[src/sv/aging_presence_table_green_time_top_defines.svh]
// Assertion macros used by the presence table control RTL.
`ifndef AGING_PRESENCE_TABLE_GREEN_TIME_TOP_DEFINES_SVH
`define AGING_PRESENCE_TABLE_GREEN_TIME_TOP_DEFINES_SVH

`ifndef ASSERT_OFF
// Check a property on every clock edge outside reset.
`define APTG_ASSERT(lbl, prop) \
    lbl: assert property (@(posedge clk) disable iff (!rst_n) (prop)) \
        else $error("presence table assertion failed");
// Check that a condition leads to a consequence in the next cycle.
`define APTG_ASSERT_NEXT(lbl, ante, cons) \
    lbl: assert property (@(posedge clk) disable iff (!rst_n) (ante) |=> (cons)) \
        else $error("presence table sequencing assertion failed");
`else
`define APTG_ASSERT(lbl, prop)
`define APTG_ASSERT_NEXT(lbl, ante, cons)
`endif

`endif

[src/sv/aptg_pkg.sv]
package aptg_pkg;

    // Table geometry
    localparam int ENTRIES  = 32;
    localparam int KEY_BITS = 32;
    localparam int IDX_W    = $clog2(ENTRIES);
    localparam int CNT_W    = $clog2(ENTRIES + 1);
    localparam int LIMIT_W  = 8;
    localparam int CMP_W    = (CNT_W > LIMIT_W) ? CNT_W : LIMIT_W;

    // Port field widths
    localparam int TIME_W       = 32;
    localparam int VKEY_W       = 32;
    localparam int COUNT_OUT_W  = 6;
    localparam int GREEN_W      = 8;
    localparam int CFG_IDX_W    = 3;
    localparam int CFG_DATA_W   = 32;

    // Register reset values
    localparam logic [TIME_W-1:0]  EXPIRY_RST  = 32'd30000;
    localparam logic [LIMIT_W-1:0] FEW_RST     = 8'd5;
    localparam logic [LIMIT_W-1:0] MANY_RST    = 8'd15;
    localparam logic [GREEN_W-1:0] SHORT_RST   = 8'd5;
    localparam logic [GREEN_W-1:0] MEDIUM_RST  = 8'd10;
    localparam logic [GREEN_W-1:0] LONG_RST    = 8'd20;

    typedef enum logic
    {
        ACT_REPORT = 1'b0,
        ACT_QUERY  = 1'b1
    } action_t;

    typedef enum logic [CFG_IDX_W-1:0]
    {
        CFG_EXPIRY = 3'd0,
        CFG_FEW    = 3'd1,
        CFG_MANY   = 3'd2,
        CFG_SHORT  = 3'd3,
        CFG_MEDIUM = 3'd4,
        CFG_LONG   = 3'd5
    } cfg_reg_t;

    typedef enum logic [1:0]
    {
        S_IDLE,
        S_SCAN,
        S_FINISH,
        S_RESULT
    } state_t;

    typedef struct packed
    {
        logic                valid;
        logic [KEY_BITS-1:0] key;
        logic [TIME_W-1:0]   seen;
    } entry_t;

    typedef struct packed
    {
        logic             en;
        logic [IDX_W-1:0] idx;
        entry_t           data;
    } entry_wr_t;

    typedef struct packed
    {
        logic [TIME_W-1:0]  expiry;
        logic [LIMIT_W-1:0] few;
        logic [LIMIT_W-1:0] many;
        logic [GREEN_W-1:0] green_short;
        logic [GREEN_W-1:0] green_medium;
        logic [GREEN_W-1:0] green_long;
    } cfg_t;

endpackage

[src/sv/aptg_if.sv]
// Input channel: one report or query per transfer.
interface aptg_in_if;
    logic        valid;
    logic        ready;
    logic        action;
    logic [31:0] vehicle_key;
    logic [31:0] now_ms;

    modport source (output valid, action, vehicle_key, now_ms, input ready);
    modport sink   (input valid, action, vehicle_key, now_ms, output ready);
endinterface

// Output channel: one result per transfer.
interface aptg_out_if;
    logic       valid;
    logic       ready;
    logic [5:0] active_count;
    logic [7:0] green_seconds;
    logic       insert_dropped;

    modport source (output valid, active_count, green_seconds, insert_dropped, input ready);
    modport sink   (input valid, active_count, green_seconds, insert_dropped, output ready);
endinterface

[src/sv/aptg_cell.sv]
module aptg_cell
(
    input  logic            clk,
    input  logic            rst_n,
    input  logic            shift_en,
    input  aptg_pkg::entry_t shift_in,
    input  logic            load_en,
    input  aptg_pkg::entry_t load_data,
    output aptg_pkg::entry_t entry
);
    import aptg_pkg::*;

    logic                valid_reg;
    logic                valid_next;
    logic [KEY_BITS-1:0] key_reg;
    logic [KEY_BITS-1:0] key_next;
    logic [TIME_W-1:0]   seen_reg;
    logic [TIME_W-1:0]   seen_next;

    // Pick load over shift, otherwise hold
    always_comb
    begin
        valid_next = valid_reg;
        key_next   = key_reg;
        seen_next  = seen_reg;
        if (load_en)
        begin
            valid_next = load_data.valid;
            key_next   = load_data.key;
            seen_next  = load_data.seen;
        end
        else if (shift_en)
        begin
            valid_next = shift_in.valid;
            key_next   = shift_in.key;
            seen_next  = shift_in.seen;
        end
    end

    // Valid bit clears on reset
    always_ff @(posedge clk or negedge rst_n)
    begin
        if (!rst_n)
        begin
            valid_reg <= 1'b0;
        end
        else
        begin
            valid_reg <= valid_next;
        end
    end

    // Key and time carry no reset
    always_ff @(posedge clk)
    begin
        key_reg  <= key_next;
        seen_reg <= seen_next;
    end

    assign entry.valid = valid_reg;
    assign entry.key   = key_reg;
    assign entry.seen  = seen_reg;

endmodule

[src/sv/aptg_ctrl.sv]
`include "aging_presence_table_green_time_top_defines.svh"

module aptg_ctrl
(
    input  logic                 clk,
    input  logic                 rst_n,
    aptg_in_if.sink              in_ch,
    aptg_out_if.source           out_ch,
    input  aptg_pkg::cfg_t       cfg,
    input  aptg_pkg::entry_t     head,
    output aptg_pkg::entry_t     ring_in,
    output logic                 shift_en,
    output aptg_pkg::entry_wr_t  wr
);
    import aptg_pkg::*;

    state_t              state_reg;
    state_t              state_next;
    logic [IDX_W-1:0]    step_reg;
    logic [IDX_W-1:0]    step_next;
    logic                action_reg;
    logic                action_next;
    logic [KEY_BITS-1:0] key_reg;
    logic [KEY_BITS-1:0] key_next;
    logic [TIME_W-1:0]   now_reg;
    logic [TIME_W-1:0]   now_next;
    logic                found_reg;
    logic                found_next;
    logic                free_found_reg;
    logic                free_found_next;
    logic [IDX_W-1:0]    free_idx_reg;
    logic [IDX_W-1:0]    free_idx_next;
    logic                dropped_reg;
    logic                dropped_next;
    logic [CNT_W-1:0]    count_reg;
    logic [CNT_W-1:0]    count_next;

    logic                     out_valid_reg;
    logic                     out_valid_next;
    logic [COUNT_OUT_W-1:0]   out_count_reg;
    logic [COUNT_OUT_W-1:0]   out_count_next;
    logic [GREEN_W-1:0]       out_green_reg;
    logic [GREEN_W-1:0]       out_green_next;
    logic                     out_dropped_reg;
    logic                     out_dropped_next;

    logic                 in_xfer;
    logic                 last_step;
    logic                 head_match;
    logic                 head_expire;
    logic [TIME_W-1:0]    head_age;
    logic                 do_insert;
    logic                 out_free;
    logic [CMP_W-1:0]     count_cmp;
    logic [GREEN_W-1:0]   green_pick;

    assign in_xfer   = in_ch.valid && in_ch.ready;
    assign last_step = (step_reg == IDX_W'(ENTRIES - 1));
    assign out_free  = !out_valid_reg || out_ch.ready;

    // Compare the head cell against the current item
    assign head_age    = now_reg - head.seen;
    assign head_match  = (action_reg == ACT_REPORT) && head.valid && (head.key == key_reg);
    assign head_expire = (action_reg == ACT_QUERY) && head.valid && (head_age > cfg.expiry);
    assign do_insert   = (state_reg == S_FINISH) && (action_reg == ACT_REPORT)
                         && !found_reg && free_found_reg;

    // Pick green time from the count thresholds
    assign count_cmp = CMP_W'(count_reg);
    always_comb
    begin
        if (count_reg == '0)
        begin
            green_pick = '0;
        end
        else if (count_cmp < CMP_W'(cfg.few))
        begin
            green_pick = cfg.green_short;
        end
        else if (count_cmp < CMP_W'(cfg.many))
        begin
            green_pick = cfg.green_medium;
        end
        else
        begin
            green_pick = cfg.green_long;
        end
    end

    // Next state
    always_comb
    begin
        state_next = state_reg;
        case (state_reg)
            S_IDLE:
            begin
                if (in_xfer)
                begin
                    state_next = S_SCAN;
                end
            end
            S_SCAN:
            begin
                if (last_step)
                begin
                    state_next = S_FINISH;
                end
            end
            S_FINISH:
            begin
                state_next = S_RESULT;
            end
            S_RESULT:
            begin
                if (out_free)
                begin
                    state_next = S_IDLE;
                end
            end
            default:
            begin
                state_next = S_IDLE;
            end
        endcase
    end

    // Handshake, ring and write outputs
    always_comb
    begin
        in_ch.ready    = (state_reg == S_IDLE);
        shift_en       = (state_reg == S_SCAN);
        ring_in.valid  = head.valid && !head_expire;
        ring_in.key    = head.key;
        ring_in.seen   = head_match ? now_reg : head.seen;
        wr.en          = do_insert;
        wr.idx         = free_idx_reg;
        wr.data.valid  = 1'b1;
        wr.data.key    = key_reg;
        wr.data.seen   = now_reg;
    end

    // Item tracking and count
    always_comb
    begin
        step_next       = step_reg;
        action_next     = action_reg;
        key_next        = key_reg;
        now_next        = now_reg;
        found_next      = found_reg;
        free_found_next = free_found_reg;
        free_idx_next   = free_idx_reg;
        dropped_next    = dropped_reg;
        count_next      = count_reg;
        case (state_reg)
            S_IDLE:
            begin
                if (in_xfer)
                begin
                    step_next       = '0;
                    action_next     = in_ch.action;
                    key_next        = KEY_BITS'(in_ch.vehicle_key);
                    now_next        = in_ch.now_ms;
                    found_next      = 1'b0;
                    free_found_next = 1'b0;
                    dropped_next    = 1'b0;
                end
            end
            S_SCAN:
            begin
                step_next = step_reg + 1'b1;
                if (head_match)
                begin
                    found_next = 1'b1;
                end
                if (!head.valid && !free_found_reg)
                begin
                    free_found_next = 1'b1;
                    free_idx_next   = step_reg;
                end
                if (head_expire)
                begin
                    count_next = count_reg - 1'b1;
                end
            end
            S_FINISH:
            begin
                if (do_insert)
                begin
                    count_next = count_reg + 1'b1;
                end
                dropped_next = (action_reg == ACT_REPORT) && !found_reg && !free_found_reg;
            end
            S_RESULT:
            begin
            end
            default:
            begin
            end
        endcase
    end

    // Output register
    always_comb
    begin
        out_valid_next   = out_valid_reg;
        out_count_next   = out_count_reg;
        out_green_next   = out_green_reg;
        out_dropped_next = out_dropped_reg;
        if (out_valid_reg && out_ch.ready)
        begin
            out_valid_next = 1'b0;
        end
        if ((state_reg == S_RESULT) && out_free)
        begin
            out_valid_next   = 1'b1;
            out_count_next   = COUNT_OUT_W'(count_reg);
            out_green_next   = green_pick;
            out_dropped_next = dropped_reg;
        end
    end

    assign out_ch.valid          = out_valid_reg;
    assign out_ch.active_count   = out_count_reg;
    assign out_ch.green_seconds  = out_green_reg;
    assign out_ch.insert_dropped = out_dropped_reg;

    // Control registers
    always_ff @(posedge clk or negedge rst_n)
    begin
        if (!rst_n)
        begin
            state_reg     <= S_IDLE;
            count_reg     <= '0;
            out_valid_reg <= 1'b0;
        end
        else
        begin
            state_reg     <= state_next;
            count_reg     <= count_next;
            out_valid_reg <= out_valid_next;
        end
    end

    // Item and result payload
    always_ff @(posedge clk)
    begin
        step_reg        <= step_next;
        action_reg      <= action_next;
        key_reg         <= key_next;
        now_reg         <= now_next;
        found_reg       <= found_next;
        free_found_reg  <= free_found_next;
        free_idx_reg    <= free_idx_next;
        dropped_reg     <= dropped_next;
        out_count_reg   <= out_count_next;
        out_green_reg   <= out_green_next;
        out_dropped_reg <= out_dropped_next;
    end

    `APTG_ASSERT(a_count_range, count_reg <= CNT_W'(ENTRIES))
    `APTG_ASSERT_NEXT(a_accept_scan, in_xfer, state_reg == S_SCAN)
    `APTG_ASSERT_NEXT(a_scan_length, (state_reg == S_SCAN) && last_step, state_reg == S_FINISH)
    `APTG_ASSERT(a_drop_full, ((state_reg == S_FINISH) && (action_reg == ACT_REPORT) && !found_reg && !free_found_reg) |-> (count_reg == CNT_W'(ENTRIES)))

endmodule

[src/sv/aging_presence_table_green_time_top.sv]
// Presence table with aging and green-time selection. A report adds or refreshes a
// vehicle key; a query drops entries older than expiry_ms. Every item returns the
// active count with its green duration as a registered result: the table is a
// ring of 32 cells that rotates one entry per cycle past a single key/age compare
// unit, then the finish state writes an inserted key and the result state loads
// the result register once the output is free. A new item is taken as soon as
// the result is registered, even while that result waits downstream.
// Configuration goes through cfg_we/cfg_idx/cfg_data and must be written while idle.
module aging_presence_table_green_time_top
(
    input  logic                                 clk,
    input  logic                                 rst_n,
    aptg_in_if.sink                              in_ch,
    aptg_out_if.source                           out_ch,
    input  logic                                 cfg_we,
    input  logic [aptg_pkg::CFG_IDX_W-1:0]       cfg_idx,
    input  logic [aptg_pkg::CFG_DATA_W-1:0]      cfg_data
);
    import aptg_pkg::*;

    cfg_t      cfg_reg;
    cfg_t      cfg_next;
    entry_t    cell_q [ENTRIES];
    entry_t    ring_in;
    logic      shift_en;
    entry_wr_t wr;

    // Configuration register writes
    always_comb
    begin
        cfg_next = cfg_reg;
        if (cfg_we)
        begin
            case (cfg_idx)
                CFG_EXPIRY: cfg_next.expiry       = cfg_data;
                CFG_FEW:    cfg_next.few          = cfg_data[LIMIT_W-1:0];
                CFG_MANY:   cfg_next.many         = cfg_data[LIMIT_W-1:0];
                CFG_SHORT:  cfg_next.green_short  = cfg_data[GREEN_W-1:0];
                CFG_MEDIUM: cfg_next.green_medium = cfg_data[GREEN_W-1:0];
                CFG_LONG:   cfg_next.green_long   = cfg_data[GREEN_W-1:0];
                default:    cfg_next = cfg_reg;
            endcase
        end
    end

    always_ff @(posedge clk or negedge rst_n)
    begin
        if (!rst_n)
        begin
            cfg_reg.expiry       <= EXPIRY_RST;
            cfg_reg.few          <= FEW_RST;
            cfg_reg.many         <= MANY_RST;
            cfg_reg.green_short  <= SHORT_RST;
            cfg_reg.green_medium <= MEDIUM_RST;
            cfg_reg.green_long   <= LONG_RST;
        end
        else
        begin
            cfg_reg <= cfg_next;
        end
    end

    // Ring of table cells; the last cell takes the updated head entry
    for (genvar i = 0; i < ENTRIES; i++)
    begin : g_cell
        entry_t shift_src;
        if (i == ENTRIES - 1)
        begin : g_tail
            assign shift_src = ring_in;
        end
        else
        begin : g_body
            assign shift_src = cell_q[i + 1];
        end

        aptg_cell u_cell
        (
            .clk       (clk),
            .rst_n     (rst_n),
            .shift_en  (shift_en),
            .shift_in  (shift_src),
            .load_en   (wr.en && (wr.idx == IDX_W'(i))),
            .load_data (wr.data),
            .entry     (cell_q[i])
        );
    end

    aptg_ctrl u_ctrl
    (
        .clk      (clk),
        .rst_n    (rst_n),
        .in_ch    (in_ch),
        .out_ch   (out_ch),
        .cfg      (cfg_reg),
        .head     (cell_q[0]),
        .ring_in  (ring_in),
        .shift_en (shift_en),
        .wr       (wr)
    );

endmodule
[src/flat_wrapper.sv]
// flat-port wrapper written by rule: the top's interface ports become plain ports
module aging_presence_table_green_time_top_flat import aptg_pkg::*;
  (clk, rst_n, cfg_we, cfg_idx, cfg_data, in_ch_valid, in_ch_action, in_ch_vehicle_key, in_ch_now_ms, in_ch_ready, out_ch_valid, out_ch_active_count, out_ch_green_seconds, out_ch_insert_dropped, out_ch_ready);
  aptg_in_if in_ch_i ();
  aptg_out_if out_ch_i ();
  input  logic clk;
  input  logic rst_n;
  input  logic cfg_we;
  input  logic [aptg_pkg::CFG_IDX_W-1:0] cfg_idx;
  input  logic [aptg_pkg::CFG_DATA_W-1:0] cfg_data;
  input wire logic [$bits(in_ch_i.valid)-1:0] in_ch_valid;
  input wire logic [$bits(in_ch_i.action)-1:0] in_ch_action;
  input wire logic [$bits(in_ch_i.vehicle_key)-1:0] in_ch_vehicle_key;
  input wire logic [$bits(in_ch_i.now_ms)-1:0] in_ch_now_ms;
  output wire logic [$bits(in_ch_i.ready)-1:0] in_ch_ready;
  output wire logic [$bits(out_ch_i.valid)-1:0] out_ch_valid;
  output wire logic [$bits(out_ch_i.active_count)-1:0] out_ch_active_count;
  output wire logic [$bits(out_ch_i.green_seconds)-1:0] out_ch_green_seconds;
  output wire logic [$bits(out_ch_i.insert_dropped)-1:0] out_ch_insert_dropped;
  input wire logic [$bits(out_ch_i.ready)-1:0] out_ch_ready;
  assign in_ch_i.valid = in_ch_valid;
  assign in_ch_i.action = in_ch_action;
  assign in_ch_i.vehicle_key = in_ch_vehicle_key;
  assign in_ch_i.now_ms = in_ch_now_ms;
  assign in_ch_ready = in_ch_i.ready;
  assign out_ch_valid = out_ch_i.valid;
  assign out_ch_active_count = out_ch_i.active_count;
  assign out_ch_green_seconds = out_ch_i.green_seconds;
  assign out_ch_insert_dropped = out_ch_i.insert_dropped;
  assign out_ch_i.ready = out_ch_ready;
  aging_presence_table_green_time_top u_core (.clk(clk), .rst_n(rst_n), .in_ch(in_ch_i), .out_ch(out_ch_i), .cfg_we(cfg_we), .cfg_idx(cfg_idx), .cfg_data(cfg_data));
endmodule
[config.mk]
export PLATFORM = sky130hd
export DESIGN_NAME = aging_presence_table_green_time_top_flat
export DESIGN_NICKNAME = d
export VERILOG_FILES = /design/src/sv/aptg_pkg.sv /design/src/sv/aptg_if.sv /design/src/sv/aptg_cell.sv /design/src/sv/aptg_ctrl.sv /design/src/sv/aging_presence_table_green_time_top.sv /design/src/flat_wrapper.sv
export VERILOG_INCLUDE_DIRS = /design/src /design/src/sv
export SDC_FILE = /design/constraint.sdc
export NUM_CORES = 2
export LEC_CHECK = 0
export BUFFER_PORTS_ARGS = -buffer_cell sky130_fd_sc_hd__buf_2
export CORE_ASPECT_RATIO = 0.5
export CORE_MARGIN = 3
export CORE_UTILIZATION = 33
export CTS_BUF_LIST = sky130_fd_sc_hd__clkbuf_2 sky130_fd_sc_hd__clkbuf_4 sky130_fd_sc_hd__clkbuf_8
export CTS_CLUSTER_DIAMETER = 50
export DETAILED_ROUTE_END_ITERATION = 8
export PLACE_DENSITY = 0.59
export SLEW_MARGIN = 40
export SYNTH_ARGS = -nofsm -noshare
export SYNTH_HDL_FRONTEND = slang
export SYNTH_SLANG_ARGS = --single-unit
[constraint.sdc]
create_clock -name clk -period 8.4 [get_ports clk]
set_input_delay 0.84 -clock clk [delete_from_list [all_inputs] [get_ports clk]]
set_output_delay 0.84 -clock clk [all_outputs]
set_load 0.05 [all_outputs]
; ---- Word-level counts from Yosys, hierarchy flattened
; Cells that the tools add are included.
[totals]
register_bits = 2254
input_bits = 105
output_inout_bits = 17
word_cells = 490
[classes]
addsub = 4
n_lt_le_gt_ge = 3
muxes = 212
bitwise_logic = 1
reduce_logical = 106
eq_ne = 48
[ops]
columns = op, count
row1 = 2-to-1 mux 32 bit, 129
row2 = "equality test 5 bit, second input constant", 17
row3 = nonzero test 2 bit, 36
row4 = 2-to-1 mux 1 bit, 69
row5 = logical AND 1 bit, 46
row6 = "equality test 5 x 4 -> 1 bit, second input constant", 8
row7 = equality test 32 bit, 1
row8 = greater-than comparator 32 bit, 1
row9 = subtractor 32 bit, 1
row10 = "equality test 5 x 3 -> 1 bit, second input constant", 4
row11 = AND reduction 2 bit, 10
row12 = < comparator 6 x 8 -> 1 bit, 2
row13 = 2-to-1 mux 8 bit, 2
row14 = 2-to-1 mux 6 bit, 2
row15 = "!= test 2 bit, second input constant", 6
row16 = case mux 6 bit (2 select lines), 1
row17 = AND reduction 3 bit, 4
row18 = "equality test 5 x 2 -> 1 bit, second input constant", 2
row19 = case mux 5 bit (2 select lines), 1
row20 = case mux 2 bit (4 select lines), 1
row21 = "adder 6 x 1 -> 6 bit, second input constant", 1
row22 = "equality test 3 x 2 -> 1 bit, second input constant", 2
row23 = "equality test 3 bit, second input constant", 2
row24 = logical NOT 6 bit, 1
row25 = 16 further kinds, 25

; ---- Longest topological paths before layout
[depth]
ltp_word = 7
ltp_mapped = 22
ltp_nobuf = 21

; ---- By module
; A second synthesis with hierarchy kept.
[unflattened]
cells_unflattened = 5451
hier_area_um2 = 101105.7
[modules_own_cells]
columns = module, area_each_um2, seq_area_each_um2, instances, cells_each
row1 = aptg_cell, 2835.2, 1946.9, 32, 141
row2 = aptg_ctrl, 7380.8, 3017.9, 1, 735
row3 = aging_presence_table_green_time_top, 2997.9, 1825.5, 1, 204

; ---- Worst setup path before layout
; Ideal clock, no wire load.
[synth_path]
path_type = register to register
startpoint = reg u_core.u_ctrl.state_reg[0]
endpoint = reg u_core.g_cell[10].u_cell.key_reg[0] (enable)
stages_incl_launch_ff = 7
setup_slack_ps = 2056
t_required_ps = 7825
t_arrival_ps = 5769
period_less_slack_ps = 6344
setup_time_ps = 575
n_path_buf = 0
path_cell_list = dfrtp_1 inv_1 ha_1 nand3_1 nor2_4 nand3b_2 o21ai_0
[synth_between]
elab_chain_len = 6
elab_cells_between_ends = 7
cone_classes = eq/ne: 2 / reduce/logical: 5
[synth_lines]
columns = item, line
row1 = "start, declared", aptg_ctrl.sv:17  ; state_t state_reg;
row2 = "start signal, assigned", aptg_ctrl.sv:238  ; state_reg <= state_next;
row3 = equality test 2 bit, aptg_ctrl.sv:65  ; assign do_insert = (state_reg == S_FINISH) && (action_reg == ACT_REPORT)
row4 = logical AND 1 bit, aptg_ctrl.sv:65
row5 = logical AND 1 bit (2 in a row), aptg_ctrl.sv:66  ; && !found_reg && free_found_reg;
row6 = logical AND 1 bit, aging_presence_table_green_time_top.sv:82  ; .load_en (wr.en && (wr.idx == IDX_W'(i))),
row7 = nonzero test 2 bit (no line) *, n/a
row8 = "end signal, assigned", aptg_cell.sv:56  ; key_reg <= key_next;
row9 = "end, declared", aptg_cell.sv:15  ; logic [KEY_BITS-1:0] key_reg;
; Mark *: on every way between the ends. The rest lies on a longest branch, timed or not.
; A chain may end at the register's enable or synchronous reset.

; ---- Worst setup path in the final report
[layout_path]
startpoint = reg u_core.u_ctrl.now_reg[0]
endpoint = reg u_core.u_ctrl.count_reg[2]
[layout_between]
elab_chain_len = 5
[layout_lines]
columns = item, line
row1 = "start, declared", aptg_ctrl.sv:25  ; logic [TIME_W-1:0] now_reg;
row2 = "start signal, assigned", aptg_ctrl.sv:250  ; now_reg <= now_next;
row3 = subtractor 32 bit, aptg_ctrl.sv:62  ; assign head_age = now_reg - head.seen;
row4 = greater-than comparator 32 bit, aptg_ctrl.sv:64  ; assign head_expire = (action_reg == ACT_QUERY) && head.valid && (head_age > cfg.expiry);
row5 = logical AND 1 bit, aptg_ctrl.sv:64
row6 = != test 2 bit (no line), n/a
row7 = AND reduction 3 bit (no line), n/a
row8 = "end signal, assigned", aptg_ctrl.sv:239  ; count_reg <= count_next;
row9 = "end, declared", aptg_ctrl.sv:35  ; logic [CNT_W-1:0] count_reg;
; No other way between the ends.

==> impl_metrics.csv <==
group,metric,value,unit
worst_setup_path,crit_chain,"inv_1 > ha_1 > inv_1 > fa_1 > a211oi_1 > o21ai_1 > and4_1 > o31ai_2 > a31oi_1 > o22ai_2 > o21ai_1 > xnor2_1 > ha_1 > a21o_1 > a21o_1 > a21oi_1 > o22a_1 > o311ai_0 > o21ai_2 > a21o_1 > mux2_2",
pwr,power_density,356,nW/um^2
drt,drtAntennaViolNets,0,
floorplan,row_count,140,
timing,slew_violations,0,
floorplan,die_w,774,microns
worst_setup_path,worstPathMaxFanout,18,
pwr,p_total,39200,uW
clock_network,cts-root-buf,"clkbuf_8",
flow_run,drv_cap,0,
synthesis,synth_area,97400,sq um
worst_setup_path,cp_data_required_time,9.17,ns
synthesis,yosysMostFrequentCell,"edfxtp_1",
timing,worst-slew-pin-transition,0.916,ns
worst_setup_path,reg2reg_to,"u_core.u_ctrl.count_reg[2]$_DFFE_PN0P_",
clock_network,clk_latency,0.96,ns
global_route,grt_pass1_vias,51000,
synthesis,synth_area_leaders,"edfxtp_1, mux2_2, dfrtp_1, ha_1, clkbuf_1",
worst_setup_path,ff2ff_path_depth,21,
synthesis,yosysTopAreaCell,"edfxtp_1",
min_path,holdPathEnd,"u_core.u_ctrl.now_reg[13]$_DFFE_PP_",
synthesis,async_flop_share,5.01,%
clock_network,cts_setup_buffers,0,
clock_network,cts_buffers,354,
global_route,grt_pass1_wl,374000,microns
worst_setup_path,arrival,7.02,ns
synthesis,synth_edf_count,2141,
synthesis,synth_top_area_share,66.0,%
drt,drc_errors,0,
timing,hold_viol_final,0,
status,status,"finished clean",
synthesis,synth_cell_types,67,
timing,slew_headroom,38.9,%
clock_network,cts_tree,"built",
global_route,grt_max_degree,65,
drt,drtIter0Drc,4451,
timing,tns,0,ns
final_layout,syn_to_final_growth,13.0,%
drt,drt-vias-per-instance,5.08,
pwr,p_int,27200,uW
synthesis,yosysWarnings,0,
timing,setup-violations-final,0,
min_path,hold_depth,1,
worst_setup_path,crit_type,"reg2reg",
min_path,hold_path_class,"in2reg",
worst_setup_path,cp_top_family,"compound AO/OA/AOI/OAI gates",
synthesis,synth-seq-cells,2254,
worst_setup_path,max_stage_delay,0.62,ns
global_route,antenna_found_initial,22,
floorplan,coreArea,292000,sq um
clock_network,clock_sinks,2254,
floorplan,die_area,302000,sq um
place,place_congestion,0.791,
pwr,switching_share,30.6,%
pwr,pwr-share-comb,25.7,%
synthesis,synth_nets,5764,
synthesis,synth_ff_type,"edfxtp_1",
global_route,overflow,0,
synthesis,ys_seq_area_share,68.9,%
synthesis,postSynthAreaPerCell,17.5,sq um
worst_setup_path,critPathSlowestCell,"edfxtp_1",
timing,skew,0.102,ns
worst_setup_path,critPathLaunchType,"register",
clock_network,clk_pin_slew,0.06,ns
worst_setup_path,worstSetupEndpointType,"register",
pwr,vdd_drop_max,0.000341,V
place,placed_cells,9337,
place,portBuffers,121,
pwr,seq_power_share,51.0,%
final_layout,layout-drive-gt1-share,49.3,%
timing,fin_crit_sh,74.5,%
floorplan,die_h,390,microns
worst_setup_path,r2r-start,"u_core.u_ctrl.now_reg[0]$_DFFE_PP_",
drt,routedWlPerCell,26.1,microns
global_route,track_usage,16.8,%
synthesis,synth_cells,5574,
timing,min_period,6.25,ns
floorplan,ios,122,
worst_setup_path,crit_start,"u_core.u_ctrl.now_reg[0]$_DFFE_PP_",
clock_network,cts_resized,0,
clock_network,clockBufferDepth,4,
pwr,clkPwrFrac,23.3,%
floorplan,start_util,33.3,%
final_layout,stdcell_count,9996,
timing,rsz0062_at_grt,"false",
pwr,p_leak,0.0374,uW
timing,timing.fmax,0.160,GHz
clock_network,htree_levels,5,
drt,dr.pass1.iters,5,
worst_setup_path,cp_common_cell,"a21o_1",
place,dpl.hpwl,143000,microns
final_layout,layout.nets,6010,
synthesis,synthTopCellsByCount,"edfxtp_1, mux2_2, clkbuf_1, nand2_1, buf_2",
drt,vias,50800,
worst_setup_path,path_buf_inv,2,
min_path,hp-start,"in_ch_now_ms[13]",
worst_setup_path,r2r_slack,2.15,ns
drt,wl,261000,microns
pwr,power.switching,12000,uW
-- per-layer routing --
metal	up-vias	GRT usage, %	routed length (microns)
li1	21900	-	-
met2	1551	26.7	119000
met4	12	4.50	6340
met3	393	3.01	15000
met1	26900	23.6	121000
met5	-	0	66
-- logic make-up after synthesis --
family                   Yosys count  share of synthesized area (%)
flip-flops                      2254                           68.9
multiplexers                    2074                           23.9
buffers and inverters            519                           2.23
AND/OR/NAND/NOR                  327                           1.60
AO/OA/AOI/OAI                    251                           1.61
adder cells (fa/ha/maj)           85                           1.11
XOR/XNOR                          64                          0.576
-- stage by stage --
stage	area (sq um)	utilization, %	setup slack (ns)	hold WS, ns
2_1_floorplan	97400	-	2.06	0.400
3_3_place_gp	103000	35.1	2.08	0.418
3_5_place_dp	103000	35.2	2.31	0.423
4_1_cts	110000	37.6	2.23	0.00347
5_1_grt	110000	37.6	1.75	0.0288
6_report	110000	37.6	2.15	0.0941
-- final cells by class --
class,count,area [sq um]
repair buffers,322,2380
fillers,26900,182000
multi-input cells,2801,28600
clock buffers,479,5870
flip-flops and latches,2254,67100
inverters,87,327
clock inverters,140,828
well taps,3905,4890
diodes,8,20.0
-- power groups by stage --
| stage | Clock (uW) | Sequential, uW | Combinational (uW) |
|---|---|---|---|
| 4_1_cts | 9390 | 20000 | 10100 |
| 2_1_floorplan | 0 | 20200 | 6180 |
| 3_5_place_dp | 0 | 20200 | 10000 |
| 6_report | 9150 | 20000 | 10100 |
| 5_1_grt | 9880 | 20400 | 10800 |
| 3_3_place_gp | 0 | 20100 | 9850 |
-- cell usage in the layout, fill, tap and decap left out, drive strengths merged, types with 3 or more instances in the layout --
| cell | netlist | layout |
|---|---|---|
| ha | 83 | 83 |
| and2 | 7 | 7 |
| bufinv | 0 | 7 |
| diode | 0 | 8 |
| a21oi | 37 | 37 |
| nand4 | 18 | 18 |
| nand3 | 14 | 14 |
| xor2 | 14 | 14 |
| a21o | 29 | 29 |
| o21bai | 5 | 5 |
| clkinv | 0 | 120 |
| dfstp | 19 | 19 |
| nor3b | 5 | 5 |
| a211oi | 12 | 12 |
| mux2i | 35 | 35 |
| o21ai | 129 | 129 |
| inv | 87 | 90 |
| a211o | 4 | 4 |
| nand2 | 163 | 163 |
| nor3 | 19 | 19 |
| nor4 | 3 | 3 |
| nand2b | 8 | 8 |
| buf | 169 | 293 |
| nand3b | 3 | 3 |
| a31oi | 5 | 5 |
| o31ai | 3 | 3 |
| edfxtp | 2141 | 2141 |
| or2 | 9 | 9 |
| o21a | 11 | 11 |
| a2111oi | 3 | 3 |
| dfrtp | 94 | 94 |
| clkinvlp | 0 | 10 |
| nor2 | 58 | 58 |
| clkbuf | 263 | 479 |
| nor2b | 10 | 10 |
| xnor2 | 50 | 50 |
| dlygate4sd3 | 0 | 29 |
| mux2 | 2039 | 2039 |
-- worst max-delay path by stage --
stage | endpoint | slack, ns | depth (start not counted)
2_1_floorplan | u_core.g_cell[10].u_cell.key_reg[0]$_DFFE_PP_ | 2.06 | 6
5_1_grt | u_core.u_ctrl.count_reg[1]$_DFFE_PN0P_ | 1.75 | 21
3_3_place_gp | u_core.u_ctrl.count_reg[1]$_DFFE_PN0P_ | 2.08 | 21
4_1_cts | u_core.u_ctrl.count_reg[3]$_DFFE_PN0P_ | 2.23 | 21
3_5_place_dp | u_core.u_ctrl.count_reg[1]$_DFFE_PN0P_ | 2.31 | 21
6_report | u_core.u_ctrl.count_reg[2]$_DFFE_PN0P_ | 2.15 | 21
-- what timing repair did --
action / CTS / global route
setup endpoints to repair: 0 / 0
hold buffers: 29 / 0
hold endpoints to repair: 64 / 0
No activity file was read; power rests on OpenSTA's default activity.
